**src/rtl/core/ppsched_pkg.sv**
```systemverilog
`timescale 1ns / 1ps
// ----------------------------------------------------------------------------
// ppsched_pkg : shared types and constants of the priority scheduler
// Table geometry, payload structs, controller states and the command and
// status groups between controller and datapath.
// ----------------------------------------------------------------------------
package ppsched_pkg;

  // Table geometry
  localparam int MaxTasks   = 16;
  localparam int IdxW       = $clog2(MaxTasks);
  localparam int CntW       = $clog2(MaxTasks + 1);
  localparam int TaskCountW = 5;
  localparam int LimW       = (CntW > TaskCountW) ? CntW : TaskCountW;

  // Field widths
  localparam int SlotW  = 4;
  localparam int LabelW = 8;
  localparam int PrioW  = 8;
  localparam int ArrW   = 16;
  localparam int BurstW = 16;
  localparam int TimeW  = 20;

  localparam logic [TimeW-1:0]      TimeMax        = {TimeW{1'b1}};
  localparam logic [TaskCountW-1:0] TaskCountReset = TaskCountW'(16);

  // Action codes
  localparam logic ACT_LOAD = 1'b0;
  localparam logic ACT_TICK = 1'b1;

  typedef struct packed {
    logic              action;
    logic [SlotW-1:0]  slot;
    logic [LabelW-1:0] label;
    logic [PrioW-1:0]  priority_req;
    logic [ArrW-1:0]   arrival;
    logic [BurstW-1:0] burst;
  } in_t;

  typedef struct packed {
    logic              ran_valid;
    logic [SlotW-1:0]  ran_slot;
    logic [LabelW-1:0] ran_label;
    logic [TimeW-1:0]  time_now;
    logic              finished;
    logic [TimeW-1:0]  turnaround;
    logic [TimeW-1:0]  waiting;
    logic              all_done;
  } out_t;

  // One table row
  typedef struct packed {
    logic [LabelW-1:0] label;
    logic [PrioW-1:0]  prio;
    logic [ArrW-1:0]   arrival;
    logic [BurstW-1:0] burst;
    logic [BurstW-1:0] remain;
  } entry_t;

  typedef enum logic [2:0] {
    ST_IDLE,
    ST_LOAD,
    ST_SCAN,
    ST_UPDATE,
    ST_RESP
  } state_e;

  typedef struct packed {
    logic capture;
    logic load_wr;
    logic scan_step;
    logic update;
    logic resp;
  } cmd_t;

  typedef struct packed {
    logic in_tick;
    logic scan_end;
    logic out_free;
  } status_t;

endpackage

```
**src/rtl/core/ppsched_ctrl.sv**
```systemverilog
`timescale 1ns / 1ps
// ----------------------------------------------------------------------------
// ppsched_ctrl : scheduler sequencer
// Takes one item at a time, steps the datapath through load or slot scan
// and update, then hands the result to the output register.
// ----------------------------------------------------------------------------
module ppsched_ctrl (
  input  logic                clk_i,
  input  logic                rst_ni,
  input  logic                in_valid_i,
  output logic                in_ready_o,
  input  ppsched_pkg::status_t status_i,
  output ppsched_pkg::cmd_t    cmd_o
);
  import ppsched_pkg::*;

  state_e state_q, state_d;

  // State register
  always_ff @(posedge clk_i or negedge rst_ni) begin
    if (!rst_ni) begin
      state_q <= ST_IDLE;
    end else begin
      state_q <= state_d;
    end
  end

  // Next state
  always_comb begin
    state_d = state_q;
    unique case (state_q)
      ST_IDLE: begin
        if (in_valid_i) begin
          state_d = status_i.in_tick ? ST_SCAN : ST_LOAD;
        end
      end
      ST_LOAD:   state_d = ST_RESP;
      ST_SCAN: begin
        if (status_i.scan_end) begin
          state_d = ST_UPDATE;
        end
      end
      ST_UPDATE: state_d = ST_RESP;
      ST_RESP: begin
        if (status_i.out_free) begin
          state_d = ST_IDLE;
        end
      end
      default:   state_d = ST_IDLE;
    endcase
  end

  // Outputs
  always_comb begin
    cmd_o      = '0;
    in_ready_o = 1'b0;
    unique case (state_q)
      ST_IDLE: begin
        in_ready_o    = 1'b1;
        cmd_o.capture = in_valid_i;
      end
      ST_LOAD:   cmd_o.load_wr = 1'b1;
      ST_SCAN:   cmd_o.scan_step = !status_i.scan_end;
      ST_UPDATE: cmd_o.update = 1'b1;
      ST_RESP:   cmd_o.resp = status_i.out_free;
      default: begin
        cmd_o      = '0;
        in_ready_o = 1'b0;
      end
    endcase
  end

`ifndef SYNTHESIS
  // Only one datapath operation per cycle
  assert property (@(posedge clk_i) disable iff (!rst_ni)
    $onehot0({cmd_o.capture, cmd_o.load_wr, cmd_o.scan_step, cmd_o.update, cmd_o.resp}))
    else $error("ppsched_ctrl: overlapping datapath commands");

  // One item in flight: no transfer straight after a transfer
  assert property (@(posedge clk_i) disable iff (!rst_ni)
    in_valid_i && in_ready_o |=> !in_ready_o)
    else $error("ppsched_ctrl: second item taken while busy");

  // Result goes out only into a free output register
  assert property (@(posedge clk_i) disable iff (!rst_ni)
    cmd_o.resp |-> status_i.out_free)
    else $error("ppsched_ctrl: result would overwrite pending output");
`endif

endmodule

```
**src/rtl/core/ppsched_dp.sv**
```systemverilog
`timescale 1ns / 1ps
// ----------------------------------------------------------------------------
// ppsched_dp : scheduler datapath
// Task table memory, finished flags, time counter, slot scan with the
// best-candidate registers, result build and output register.
// ----------------------------------------------------------------------------
module ppsched_dp (
  input  logic                                 clk_i,
  input  logic                                 rst_ni,
  input  ppsched_pkg::cmd_t                    cmd_i,
  output ppsched_pkg::status_t                 status_o,
  input  ppsched_pkg::in_t                     in_data_i,
  input  logic                                 cfg_we_i,
  input  logic [ppsched_pkg::TaskCountW-1:0]   cfg_wdata_i,
  input  logic                                 out_ready_i,
  output logic                                 out_valid_o,
  output ppsched_pkg::out_t                    out_data_o
);
  import ppsched_pkg::*;

  // Configuration and captured item
  logic [TaskCountW-1:0] task_count_q;
  in_t                   in_q;

  // Table and flags
  entry_t                mem_q [MaxTasks];
  logic [MaxTasks-1:0]   mask_q;
  logic [TimeW-1:0]      clock_q;

  // Scan pipeline
  logic [LimW-1:0]       scan_cnt_q;
  logic                  cmp_en_q;
  logic [IdxW-1:0]       rd_idx_q;
  entry_t                rd_q;
  logic                  rd_done_q;

  // Best candidate
  logic                  best_found_q;
  logic [IdxW-1:0]       best_idx_q;
  entry_t                best_e_q;

  // Result holding
  logic                  res_ran_q;
  logic                  res_fin_q;
  logic [TimeW-1:0]      tat_q;

  logic                  out_valid_q;
  out_t                  out_q;

  logic [LimW-1:0]       lim;
  logic [IdxW-1:0]       scan_idx;
  logic                  slot_ok;
  logic [IdxW-1:0]       slot_idx;
  logic                  eligible;
  logic                  better;
  logic [TimeW-1:0]      clock_inc;
  logic                  fin_now;
  logic [BurstW-1:0]     remain_new;
  logic [TimeW-1:0]      tat_new;
  logic [TimeW-1:0]      burst_ext;
  logic [TimeW-1:0]      wait_val;
  logic                  all_done;
  entry_t                load_e;
  entry_t                upd_e;

  // Counted slots, clipped to the table size
  assign lim = (LimW'(task_count_q) > LimW'(MaxTasks)) ? LimW'(MaxTasks)
                                                       : LimW'(task_count_q);
  assign scan_idx = scan_cnt_q[IdxW-1:0];

  assign slot_ok  = LimW'(in_q.slot) < LimW'(MaxTasks);
  assign slot_idx = IdxW'(in_q.slot);

  // Status to the sequencer
  assign status_o.in_tick  = (in_data_i.action == ACT_TICK);
  assign status_o.scan_end = (scan_cnt_q == lim);
  assign status_o.out_free = !out_valid_q || out_ready_i;

  // Configuration register
  always_ff @(posedge clk_i or negedge rst_ni) begin
    if (!rst_ni) begin
      task_count_q <= TaskCountReset;
    end else if (cfg_we_i) begin
      task_count_q <= cfg_wdata_i;
    end
  end

  // Item capture
  always_ff @(posedge clk_i) begin
    if (cmd_i.capture) begin
      in_q <= in_data_i;
    end
  end

  // Row contents for a load and for the update of the running task
  always_comb begin
    load_e.label   = in_q.label;
    load_e.prio    = in_q.priority_req;
    load_e.arrival = in_q.arrival;
    load_e.burst   = in_q.burst;
    load_e.remain  = in_q.burst;
    upd_e          = best_e_q;
    upd_e.remain   = remain_new;
  end

  // Task table: one write port, one registered read port
  always_ff @(posedge clk_i) begin
    if (cmd_i.load_wr && slot_ok) begin
      mem_q[slot_idx] <= load_e;
    end else if (cmd_i.update && best_found_q) begin
      mem_q[best_idx_q] <= upd_e;
    end
    if (cmd_i.scan_step) begin
      rd_q <= mem_q[scan_idx];
    end
  end

  // Scan address, read tag and finished flag alongside the row
  always_ff @(posedge clk_i or negedge rst_ni) begin
    if (!rst_ni) begin
      scan_cnt_q <= '0;
      cmp_en_q   <= 1'b0;
      rd_idx_q   <= '0;
      rd_done_q  <= 1'b1;
    end else begin
      cmp_en_q <= cmd_i.scan_step;
      if (cmd_i.capture) begin
        scan_cnt_q <= '0;
      end else if (cmd_i.scan_step) begin
        scan_cnt_q <= scan_cnt_q + LimW'(1);
        rd_idx_q   <= scan_idx;
        rd_done_q  <= mask_q[scan_idx];
      end
    end
  end

  // Candidate compare: priority, then arrival; lower slot wins by order
  assign eligible = !rd_done_q && (TimeW'(rd_q.arrival) <= clock_q);
  assign better   = !best_found_q || (rd_q.prio < best_e_q.prio) ||
                    ((rd_q.prio == best_e_q.prio) && (rd_q.arrival < best_e_q.arrival));

  always_ff @(posedge clk_i or negedge rst_ni) begin
    if (!rst_ni) begin
      best_found_q <= 1'b0;
    end else if (cmd_i.capture) begin
      best_found_q <= 1'b0;
    end else if (cmp_en_q && eligible && better) begin
      best_found_q <= 1'b1;
    end
  end

  always_ff @(posedge clk_i) begin
    if (cmp_en_q && eligible && better) begin
      best_idx_q <= rd_idx_q;
      best_e_q   <= rd_q;
    end
  end

  // Tick arithmetic
  assign clock_inc  = (clock_q != TimeMax) ? clock_q + TimeW'(1) : clock_q;
  assign fin_now    = (best_e_q.remain <= BurstW'(1));
  assign remain_new = fin_now ? '0 : best_e_q.remain - BurstW'(1);
  assign tat_new    = clock_inc - TimeW'(best_e_q.arrival);

  // Time counter and finished flags
  always_ff @(posedge clk_i or negedge rst_ni) begin
    if (!rst_ni) begin
      clock_q <= '0;
      mask_q  <= '1;
    end else begin
      if (cmd_i.update) begin
        clock_q <= clock_inc;
        if (best_found_q && fin_now) begin
          mask_q[best_idx_q] <= 1'b1;
        end
      end
      if (cmd_i.load_wr && slot_ok) begin
        mask_q[slot_idx] <= 1'b0;
      end
    end
  end

  // Result fields held until the output transfer is built
  always_ff @(posedge clk_i) begin
    if (cmd_i.load_wr) begin
      res_ran_q <= 1'b0;
      res_fin_q <= 1'b0;
      tat_q     <= '0;
    end else if (cmd_i.update) begin
      res_ran_q <= best_found_q;
      res_fin_q <= best_found_q && fin_now;
      tat_q     <= (best_found_q && fin_now) ? tat_new : '0;
    end
  end

  // Waiting time, floored at zero when saturation shortens turnaround
  assign burst_ext = TimeW'(best_e_q.burst);
  assign wait_val  = (res_fin_q && (tat_q > burst_ext)) ? tat_q - burst_ext : '0;

  // Every counted slot finished
  always_comb begin
    all_done = 1'b1;
    for (int i = 0; i < MaxTasks; i++) begin
      if (!mask_q[i] && (LimW'(i) < lim)) begin
        all_done = 1'b0;
      end
    end
  end

  // Output register
  always_ff @(posedge clk_i or negedge rst_ni) begin
    if (!rst_ni) begin
      out_valid_q <= 1'b0;
    end else if (cmd_i.resp) begin
      out_valid_q <= 1'b1;
    end else if (out_ready_i) begin
      out_valid_q <= 1'b0;
    end
  end

  always_ff @(posedge clk_i) begin
    if (cmd_i.resp) begin
      out_q.ran_valid  <= res_ran_q;
      out_q.ran_slot   <= res_ran_q ? SlotW'(best_idx_q) : '0;
      out_q.ran_label  <= res_ran_q ? best_e_q.label : '0;
      out_q.time_now   <= clock_q;
      out_q.finished   <= res_fin_q;
      out_q.turnaround <= tat_q;
      out_q.waiting    <= wait_val;
      out_q.all_done   <= all_done;
    end
  end

  assign out_valid_o = out_valid_q;
  assign out_data_o  = out_q;

`ifndef SYNTHESIS
  // Time never runs backwards
  assert property (@(posedge clk_i) disable iff (!rst_ni)
    clock_q >= $past(clock_q))
    else $error("ppsched_dp: time counter decreased");

  // A completing task is flagged finished
  assert property (@(posedge clk_i) disable iff (!rst_ni)
    cmd_i.update && best_found_q && fin_now |=> mask_q[best_idx_q])
    else $error("ppsched_dp: completed task not marked finished");

  // Scan stays within the counted slots
  assert property (@(posedge clk_i) disable iff (!rst_ni)
    cmd_i.scan_step |-> (scan_cnt_q < lim))
    else $error("ppsched_dp: scan beyond counted slots");
`endif

endmodule

```
**src/rtl/core/preemptive_priority_scheduler_core.sv**
```systemverilog
`timescale 1ns / 1ps
// ----------------------------------------------------------------------------
// preemptive_priority_scheduler_core : preemptive priority task scheduler
// Load items fill a sixteen-slot task table; tick items run the most urgent
// eligible task for one unit and report its completion statistics.
// ----------------------------------------------------------------------------
// One item is handled at a time and every item gives one result. A load passes
// through the load and result states. A tick scans min(task_count, 16) slots,
// one per cycle, as the task table has a single registered read port, then
// runs an update step and a result step that waits for a free output register.
// The next item is taken once the result is written there, even while it
// still waits for out_ready_i. No clearing pass follows reset; an unloaded slot
// stays finished and is never picked. The user writes task_count through
// cfg_we_i / cfg_wdata_i only while idle; the block itself does not enforce it.
module preemptive_priority_scheduler_core (
  input  logic                               clk_i,
  input  logic                               rst_ni,
  input  logic                               in_valid_i,
  output logic                               in_ready_o,
  input  ppsched_pkg::in_t                   in_data_i,
  output logic                               out_valid_o,
  input  logic                               out_ready_i,
  output ppsched_pkg::out_t                  out_data_o,
  input  logic                               cfg_we_i,
  input  logic [ppsched_pkg::TaskCountW-1:0] cfg_wdata_i
);
  import ppsched_pkg::*;

  cmd_t    cmd;
  status_t status;

  // Sequencer
  ppsched_ctrl u_ctrl (
    .clk_i      (clk_i),
    .rst_ni     (rst_ni),
    .in_valid_i (in_valid_i),
    .in_ready_o (in_ready_o),
    .status_i   (status),
    .cmd_o      (cmd)
  );

  // Table, scan and result path
  ppsched_dp u_dp (
    .clk_i       (clk_i),
    .rst_ni      (rst_ni),
    .cmd_i       (cmd),
    .status_o    (status),
    .in_data_i   (in_data_i),
    .cfg_we_i    (cfg_we_i),
    .cfg_wdata_i (cfg_wdata_i),
    .out_ready_i (out_ready_i),
    .out_valid_o (out_valid_o),
    .out_data_o  (out_data_o)
  );

endmodule
```
**config.mk**
```make
export PLATFORM = sky130hd
export DESIGN_NAME = preemptive_priority_scheduler_core
export DESIGN_NICKNAME = d
export VERILOG_FILES = /design/src/rtl/core/ppsched_pkg.sv /design/src/rtl/core/ppsched_ctrl.sv /design/src/rtl/core/ppsched_dp.sv /design/src/rtl/core/preemptive_priority_scheduler_core.sv
export SDC_FILE = /design/constraint.sdc
export NUM_CORES = 1
export LEC_CHECK = 0
export BUFFER_PORTS_ARGS = -buffer_cell sky130_fd_sc_hd__buf_2
export CAP_MARGIN = 15
export CORE_MARGIN = 5
export CORE_UTILIZATION = 40
export CTS_CLUSTER_DIAMETER = 30
export CTS_CLUSTER_SIZE = 20
export DETAILED_ROUTE_END_ITERATION = 16
export SYNTH_ARGS = -nofsm -noshare
export SYNTH_HDL_FRONTEND = slang
export SYNTH_SLANG_ARGS = --single-unit
```
**constraint.sdc**
```tcl
create_clock -name clk_i -period 5.9 [get_ports clk_i]
set_input_delay 0.59 -clock clk_i [delete_from_list [all_inputs] [get_ports clk_i]]
set_output_delay 0.59 -clock clk_i [all_outputs]
set_load 0.03 [all_outputs]
```
Word level (Yosys, flattened, before mapping)

Memory sizes are Yosys's and may differ from the RTL's. A register that Yosys moved wholly into a read port is not among the register bits.
Cells that the tools add are included.

Divide/modulo/power cells: 0
Shift-type cells: 0
Muxes and demuxes: 39
Add/subtract/negate cells: 5
Bitwise gates (word level): 4
Multipliers: 0
$lt $le $gt $ge: 27
Equality and inequality tests: 10
Reduce and logical (&&, ||, !) cells: 57

Operators by type and width:

| cell                                                                              | count |
|---|---|
| 16-bit 2-to-1 mux                                                                 | 4 |
| 64-bit 2-to-1 mux                                                                 | 1 |
| 64-bit OR reduction                                                               | 1 |
| 4-bit by 5-bit < comparator with 1-bit output, first input constant               | 8 |
| 20-bit 2-to-1 mux                                                                 | 2 |
| 20-bit by 16-bit subtractor with 20-bit output                                    | 2 |
| 1-bit logical AND                                                                 | 25 |
| 20-bit by 1-bit adder with 20-bit output, second input constant                   | 1 |
| 20-bit by 16-bit greater-than comparator with 1-bit output                        | 1 |
| 16-bit by 20-bit less-or-equal comparator with 1-bit output                       | 1 |
| 1-bit zero test                                                                   | 20 |
| 3-bit by 5-bit < comparator with 1-bit output, first input constant               | 4 |
| 1-bit 2-to-1 mux                                                                  | 20 |
| 20-bit != test, second input constant                                             | 1 |
| 16-bit AND                                                                        | 1 |
| 16-bit by 1-bit less-or-equal comparator with 1-bit output, second input constant | 1 |
| 16-bit < comparator                                                               | 1 |
| 16-bit inverter                                                                   | 1 |
| 16-bit bitwise OR                                                                 | 1 |
| 16-bit by 1-bit subtractor with 16-bit output, second input constant              | 1 |
| 4-bit by 5-bit < comparator with 1-bit output, second input constant              | 3 |
| 5-bit 2-to-1 mux                                                                  | 3 |
| 15-bit OR reduction                                                               | 1 |
| 3-bit case mux with 4 select lines                                                | 1 |
| 25 further kinds                                                                  | 37 |

Word-level logic and storage cells: 175
Bits in latches: 0
Bits in writable memories: 1024
Memories kept: 1
Bits in registers: 274
Output and inout bits: 77
ROM bits: 0

Memories:

| name       | words | bits a word | read ports | clocked after memory_dff | write ports | line             | source |
|---|---|---|---|---|---|---|---|
| u_dp.mem_q | 16    | 64          | 1          | 1                        | 1           | ppsched_dp.sv:26 | `entry_t mem_q [MaxTasks];` |

Logic depth before layout (Yosys ltp)

Word-level depth: 9
Depth in mapped cells: 16

By module

From an unflattened synthesis, not the netlist that was laid out.

Cells, all modules: 2696
Area total of the unflattened synthesis: 53890.4 µm²

Modules (own cells, without submodules):

| module       | cells an instance | area each (µm²) | sequential area each (µm²) | instances |
|---|---|---|---|---|
| ppsched_dp   | 2678              | 53719.0         | 40341.2                    | 1 |
| ppsched_ctrl | 18                | 171.4           | 75.1                       | 1 |

Worst setup path before layout

OpenSTA, ideal clock, no wires.

Path type: register -> register
Start: register u_ctrl.state_q[0]
End: memory u_dp.mem_q[10][0] in the netlist's numbering, enable pin
Clock period less this slack: 4.707 ns
Arrival time: 4.220 ns
Setup slack: 1.193 ns
Library setup time: 0.487 ns
Cell stages (with the launch flop): 7
Cell sequence: dfrtp_1 > nor2b_1 > and3_1 > clkbuf_1 > clkbuf_1 > a32oi_1 > nor2_1

Longest elaborated chain between the ends: 8
Elaborated cells on any way between the ends: 13
Classes of those cells: eq/ne (2); mux (9); reduce/logical (2)

Ends and longest elaborated chain:

| what                                                           | line               | source |
|---|---|---|
| from (decl)                                                    | ppsched_ctrl.sv:17 | `state_e state_q, state_d;` |
| from (signal assigned)                                         | ppsched_ctrl.sv:24 | `state_q <= state_d;` |
| 3-bit by 2-bit equality test with 1-bit output                 | ppsched_ctrl.sv:57 | `unique case (state_q)` |
| 1-bit 2-to-1 mux                                               | ppsched_ctrl.sv:57 |  |
| 1-bit logical AND                                              | ppsched_dp.sv:110  | `end else if (cmd_i.update && best_found_q) begin` |
| 1-bit 2-to-1 mux                                               | ppsched_dp.sv:110  |  |
| 1-bit 2-to-1 mux                                               | ppsched_dp.sv:108  | `if (cmd_i.load_wr && slot_ok) begin` |
| 1-bit 2-to-1 mux (implied by the code)                         | ppsched_dp.sv:111  | `mem_q[best_idx_q] <= upd_e;` |
| 64-bit OR reduction (no line)                                  | -                  |  |
| 4-bit 2-to-1 mux (no line) or 1-bit 2-to-1 mux (tied branches) | -                  |  |
| to (decl)                                                      | ppsched_dp.sv:26   |  |

Parallel ways exist; a longest one is shown, timed or not.

Worst setup path after layout

Start: register u_dp.clock_q[0]
End: register u_dp.tat_q[12]

Longest elaborated chain between the ends: 4
Elaborated cells on any way between the ends: 5
Classes of those cells: add/sub (2); eq/ne (1); mux (2)

Ends and longest elaborated chain:

| what                                                                       | line              | source |
|---|---|---|
| from (decl)                                                                | ppsched_dp.sv:28  | `logic [TimeW-1:0] clock_q;` |
| from (signal assigned)                                                     | ppsched_dp.sv:172 | `clock_q <= clock_inc;` |
| 20-bit by 1-bit adder with 20-bit output or 20-bit != test (tied branches) | ppsched_dp.sv:160 | `assign clock_inc = (clock_q != TimeMax) ? clock_q + TimeW'(1) : clock_q;` |
| 20-bit 2-to-1 mux (*)                                                      | ppsched_dp.sv:160 |  |
| 20-bit by 16-bit subtractor with 20-bit output (*)                         | ppsched_dp.sv:163 | `assign tat_new = clock_inc - TimeW'(best_e_q.arrival);` |
| 20-bit 2-to-1 mux (*)                                                      | ppsched_dp.sv:192 | `tat_q <= (best_found_q && fin_now) ? tat_new : '0;` |
| to (signal assigned)                                                       | ppsched_dp.sv:192 |  |
| to (decl)                                                                  | ppsched_dp.sv:45  | `logic [TimeW-1:0] tat_q;` |

Every way passes the cells marked *; elsewhere a longest branch is shown, timed or not.
A chain may end at the register's enable or synchronous reset.

==> metrics <==
outcome complete, no violations; CP Data Arrival Time 5.13 ns; post-route ant nets 0; overall via count from detail_route 28500; number of instances in the placed design 4604; Fmax achieved 228 MHz; class of the tightest hold or removal check input pin to register; vertical extent of the die 377 µm; filler instances 10600; Clk pwr share 46.7%; part of the cycle the worst path needs 74.4%; clock root buffer sky130_fd_sc_hd__clkbuf_16; Pre-Repair DR Iteration Count 5; internal portion of total power 25.0 mW; worst-skew pair later-pin latency 0.86 ns; Crit Path Class register to register; final standard cell area without fillers 67500 µm²; global-route usage over all layers 19.2%; EDFF count, synth 1283; cell accounting for the most synthesized area sky130_fd_sc_hd__edfxtp_1; Yosys top cell area share 71.5%; Lkg Pwr 22.7 nW; setup violators final 0; number of cells upsized or downsized after cts 0; Cell variety after synth 72; post-synthesis register bit count 1362; register share of total power 36.8%; total negative slack 0 ns; min cycle time layout 4.39 ns; power density cells 500 nW/µm²; required time at the endpoint of the critical path 6.63 ns; I/O pins 140; worst voltage drop across the vdd grid 0.363 mV; number of global-route vias before repair 29900; top area cells in the synthesized netlist sky130_fd_sc_hd__edfxtp_1 72%, sky130_fd_sc_hd__mux4_2 14%, sky130_fd_sc_hd__dfrtp_1 1.8%; post-DP HPWL 78600 µm; headroom to the max-slew limit 18.9%; effective utilization at floorplan 40.3%; GPL Wtd Cong 0.885; main flop type after synthesis sky130_fd_sc_hd__edfxtp_1; Tightest Pin Transition 1.20 ns; initial DRC count 2651; ratio of cells with drive above 1 in the final layout 31.7%; max-cap check violation count 0; most instantiated cells after synthesis 1283 x sky130_fd_sc_hd__edfxtp_1, 325 x sky130_fd_sc_hd__mux4_2, 154 x sky130_fd_sc_hd__nand2_1, 108 x sky130_fd_sc_hd__o21ai_0, 91 x sky130_fd_sc_hd__nor2_1; routed wire length per instance 26.5 µm; Row Count 134; total grt overflow 0; largest net degree at the start of global routing 162; share of synthesized registers carrying an async set or reset 4.19%; H-tree depth reported by CTS 5; DRC 0; Syn Nets 2864; Critical Path Start Type register; clock input transition at the sequential cells of the worst setup and hold paths 0.05 ns; per-instance average area after synthesis 19.8 µm²; number of cells in the finished layout apart from fillers 5168; unrepaired setup endpoints after global routing no; worst clock skew on the final layout 0.0672 ns; biggest fanout along the worst timing path 8; maximum clock path buffer count 4; CTS buffer count 291; Yosys warnings 0; die width 377 µm; number of buffers inserted by port buffering 139; clock tree from TritonCTS yes; Vias/cell 5.52; most used standard cell by instance count after synthesis sky130_fd_sc_hd__edfxtp_1; final-stage net count 3326; antenna violations before repair 3; synthesized instance count 2724; Worst Setup End Kind register; number of diodes 0; synthesized area 53900 µm²; Layout area overhead 25.4%; total die area 142000 µm²; proportion of synthesized chip area in sequential cells 75.0%; Gate power share 16.5%; number of failing hold endpoints at the final stage 0; sw power 8.76 mW; pins over their slew limit 0; detailed-route wire length 137000 µm; # clock sinks 1362; core region area 134000 µm²; global-route wire length before repair 201000 µm; instance area after placement 57300 µm²; Switching Fraction 25.9%
==> critical path, cell delays in order (launching register included) <==
cell and delay (ns):
sky130_fd_sc_hd__dfrtp_1 0.50, sky130_fd_sc_hd__ha_1 0.30, sky130_fd_sc_hd__nand2_1 0.12, sky130_fd_sc_hd__nor2_1 0.45
sky130_fd_sc_hd__nand4_1 0.52, sky130_fd_sc_hd__xnor2_1 0.28, sky130_fd_sc_hd__ha_1 0.24, sky130_fd_sc_hd__fa_1 0.47
sky130_fd_sc_hd__nor2b_1 0.17, sky130_fd_sc_hd__o211ai_1 0.17, sky130_fd_sc_hd__a21oi_1 0.23, sky130_fd_sc_hd__o21ai_0 0.15
sky130_fd_sc_hd__a21boi_0 0.34, sky130_fd_sc_hd__nor3_1 0.10, sky130_fd_sc_hd__o31ai_1 0.24
==> state kept, by name (all words and copies together), names as in the netlist, 4 cells and up <==
register,flops
u_dp.mem_q,1024
u_dp.out_data_o,75
u_dp.best_e_q,64
u_dp.rd_q,64
u_dp.in_q,48
u_dp.clock_q,20
u_dp.tat_q,20
u_dp.mask_q,16
u_dp.scan_cnt_q,5
u_dp.task_count_q,5
u_dp.best_idx_q,4
u_dp.rd_idx_q,4
u_dp.slot_idx,4
==> stage by stage <==
stage                     total power, mW  setup slack (ns)  utilization (%)  hold WS, ns
after CTS                            34.1              1.63             50.5       0.0217
final                                33.8              1.51             50.5       0.0747
after detailed placement             18.2              1.66             42.9        0.405
after floorplan                      16.3              1.19                -        0.294
after global placement               18.1              1.67             42.9        0.401
after global routing                 35.0              1.18             50.5       0.0486
==> power groups by stage <==
stage	sequential (mW)	combinational (mW)	clock [mW]
2_1_floorplan	12.5	3.84	0
3_3_place_gp	12.6	5.49	0
3_5_place_dp	12.6	5.62	0
4_1_cts	12.4	5.68	16.0
5_1_grt	12.5	6.03	16.5
6_report	12.4	5.58	15.8
==> placed cells by master, fill, tap and decap left out, drive strengths merged, types with 17 or more instances in the layout <==
cell type | netlist | layout
nand4 | 20 | 20
bufinv | 0 | 30
xnor2 | 50 | 50
dfstp | 18 | 18
dfrtp | 39 | 39
xor2 | 22 | 22
buf | 49 | 228
dfxtp | 22 | 22
dlygate4sd3 | 0 | 57
o21ai | 112 | 112
nor2b | 18 | 18
a21oi | 71 | 71
clkbuf | 67 | 331
nand3 | 17 | 17
nand2 | 154 | 154
mux4 | 325 | 325
clkinvlp | 0 | 29
inv | 75 | 107
ha | 75 | 75
nor3 | 37 | 37
edfxtp | 1283 | 1283
nor2 | 91 | 91
clkinv | 0 | 85
==> metal layers <==
metal  part of all wire (%)  routed length [µm]  GRT usage, %  vias up
li1                       -                   -             -    12100
met1                     42               56900          25.9    15100
met2                     50               68500          32.2     1095
met3                    6.1                8370          3.61      248
met4                    2.2                2970          5.54        0
met5                      0                   0             0        -
==> final cells by class <==
| class | count | area, µm² | area share, % |
|---|---|---|---|
| well taps | 1768 | 2210 | 3.28 |
| repair buffers | 285 | 2130 | 3.15 |
| flip-flops and latches | 1362 | 40400 | 59.9 |
| multi-input cells | 1171 | 12900 | 19.1 |
| clock inverters | 176 | 1920 | 2.84 |
| clock buffers | 331 | 7700 | 11.4 |
| inverters | 75 | 283 | 0.419 |
==> final timing paths <==
kind	slack, ns	cells past startpoint	end	from
setup / recovery	1.51	14	u_dp.tat_q[12]$_SDFFE_PP0P_	u_dp.clock_q[0]$_DFFE_PN0P_
hold / removal	0.07	2	u_dp.task_count_q[2]$_DFFE_PN0P_	cfg_we_i
setup reg to reg	1.51	14	u_dp.tat_q[12]$_SDFFE_PP0P_	u_dp.clock_q[0]$_DFFE_PN0P_
hold reg to reg	0.40	0	u_dp.best_e_q[10]$_DFFE_PP_	u_dp.rd_q[10]$_DFFE_PP_
max in group asynchronous	4.83	3	u_dp.scan_cnt_q[0]$_DFFE_PN0P_	rst_ni
min in group asynchronous	0.45	3	u_dp.out_valid_o$_DFFE_PN0P_	rst_ni
==> kinds of logic (layout without fill, tap and decap cells) <==
kind of cell	Yosys count	in the layout	synth area share (%)
adders and majority gates	77	77	1.82
buffers and inverters	191	867	1.37
muxes	341	341	13.9
DFF	1362	1362	75.0
and+or+nand+nor	406	406	3.68
AOI/OAI and AO/OA	275	275	3.03
xor gates and xnor gates	72	72	1.17
==> timing repair <==
item,in CTS,in global routing
setup buffers,0,0
hold buffers,57,0
endpoints found under the hold margin,92,0
Power figures use the tool's default switching activity.
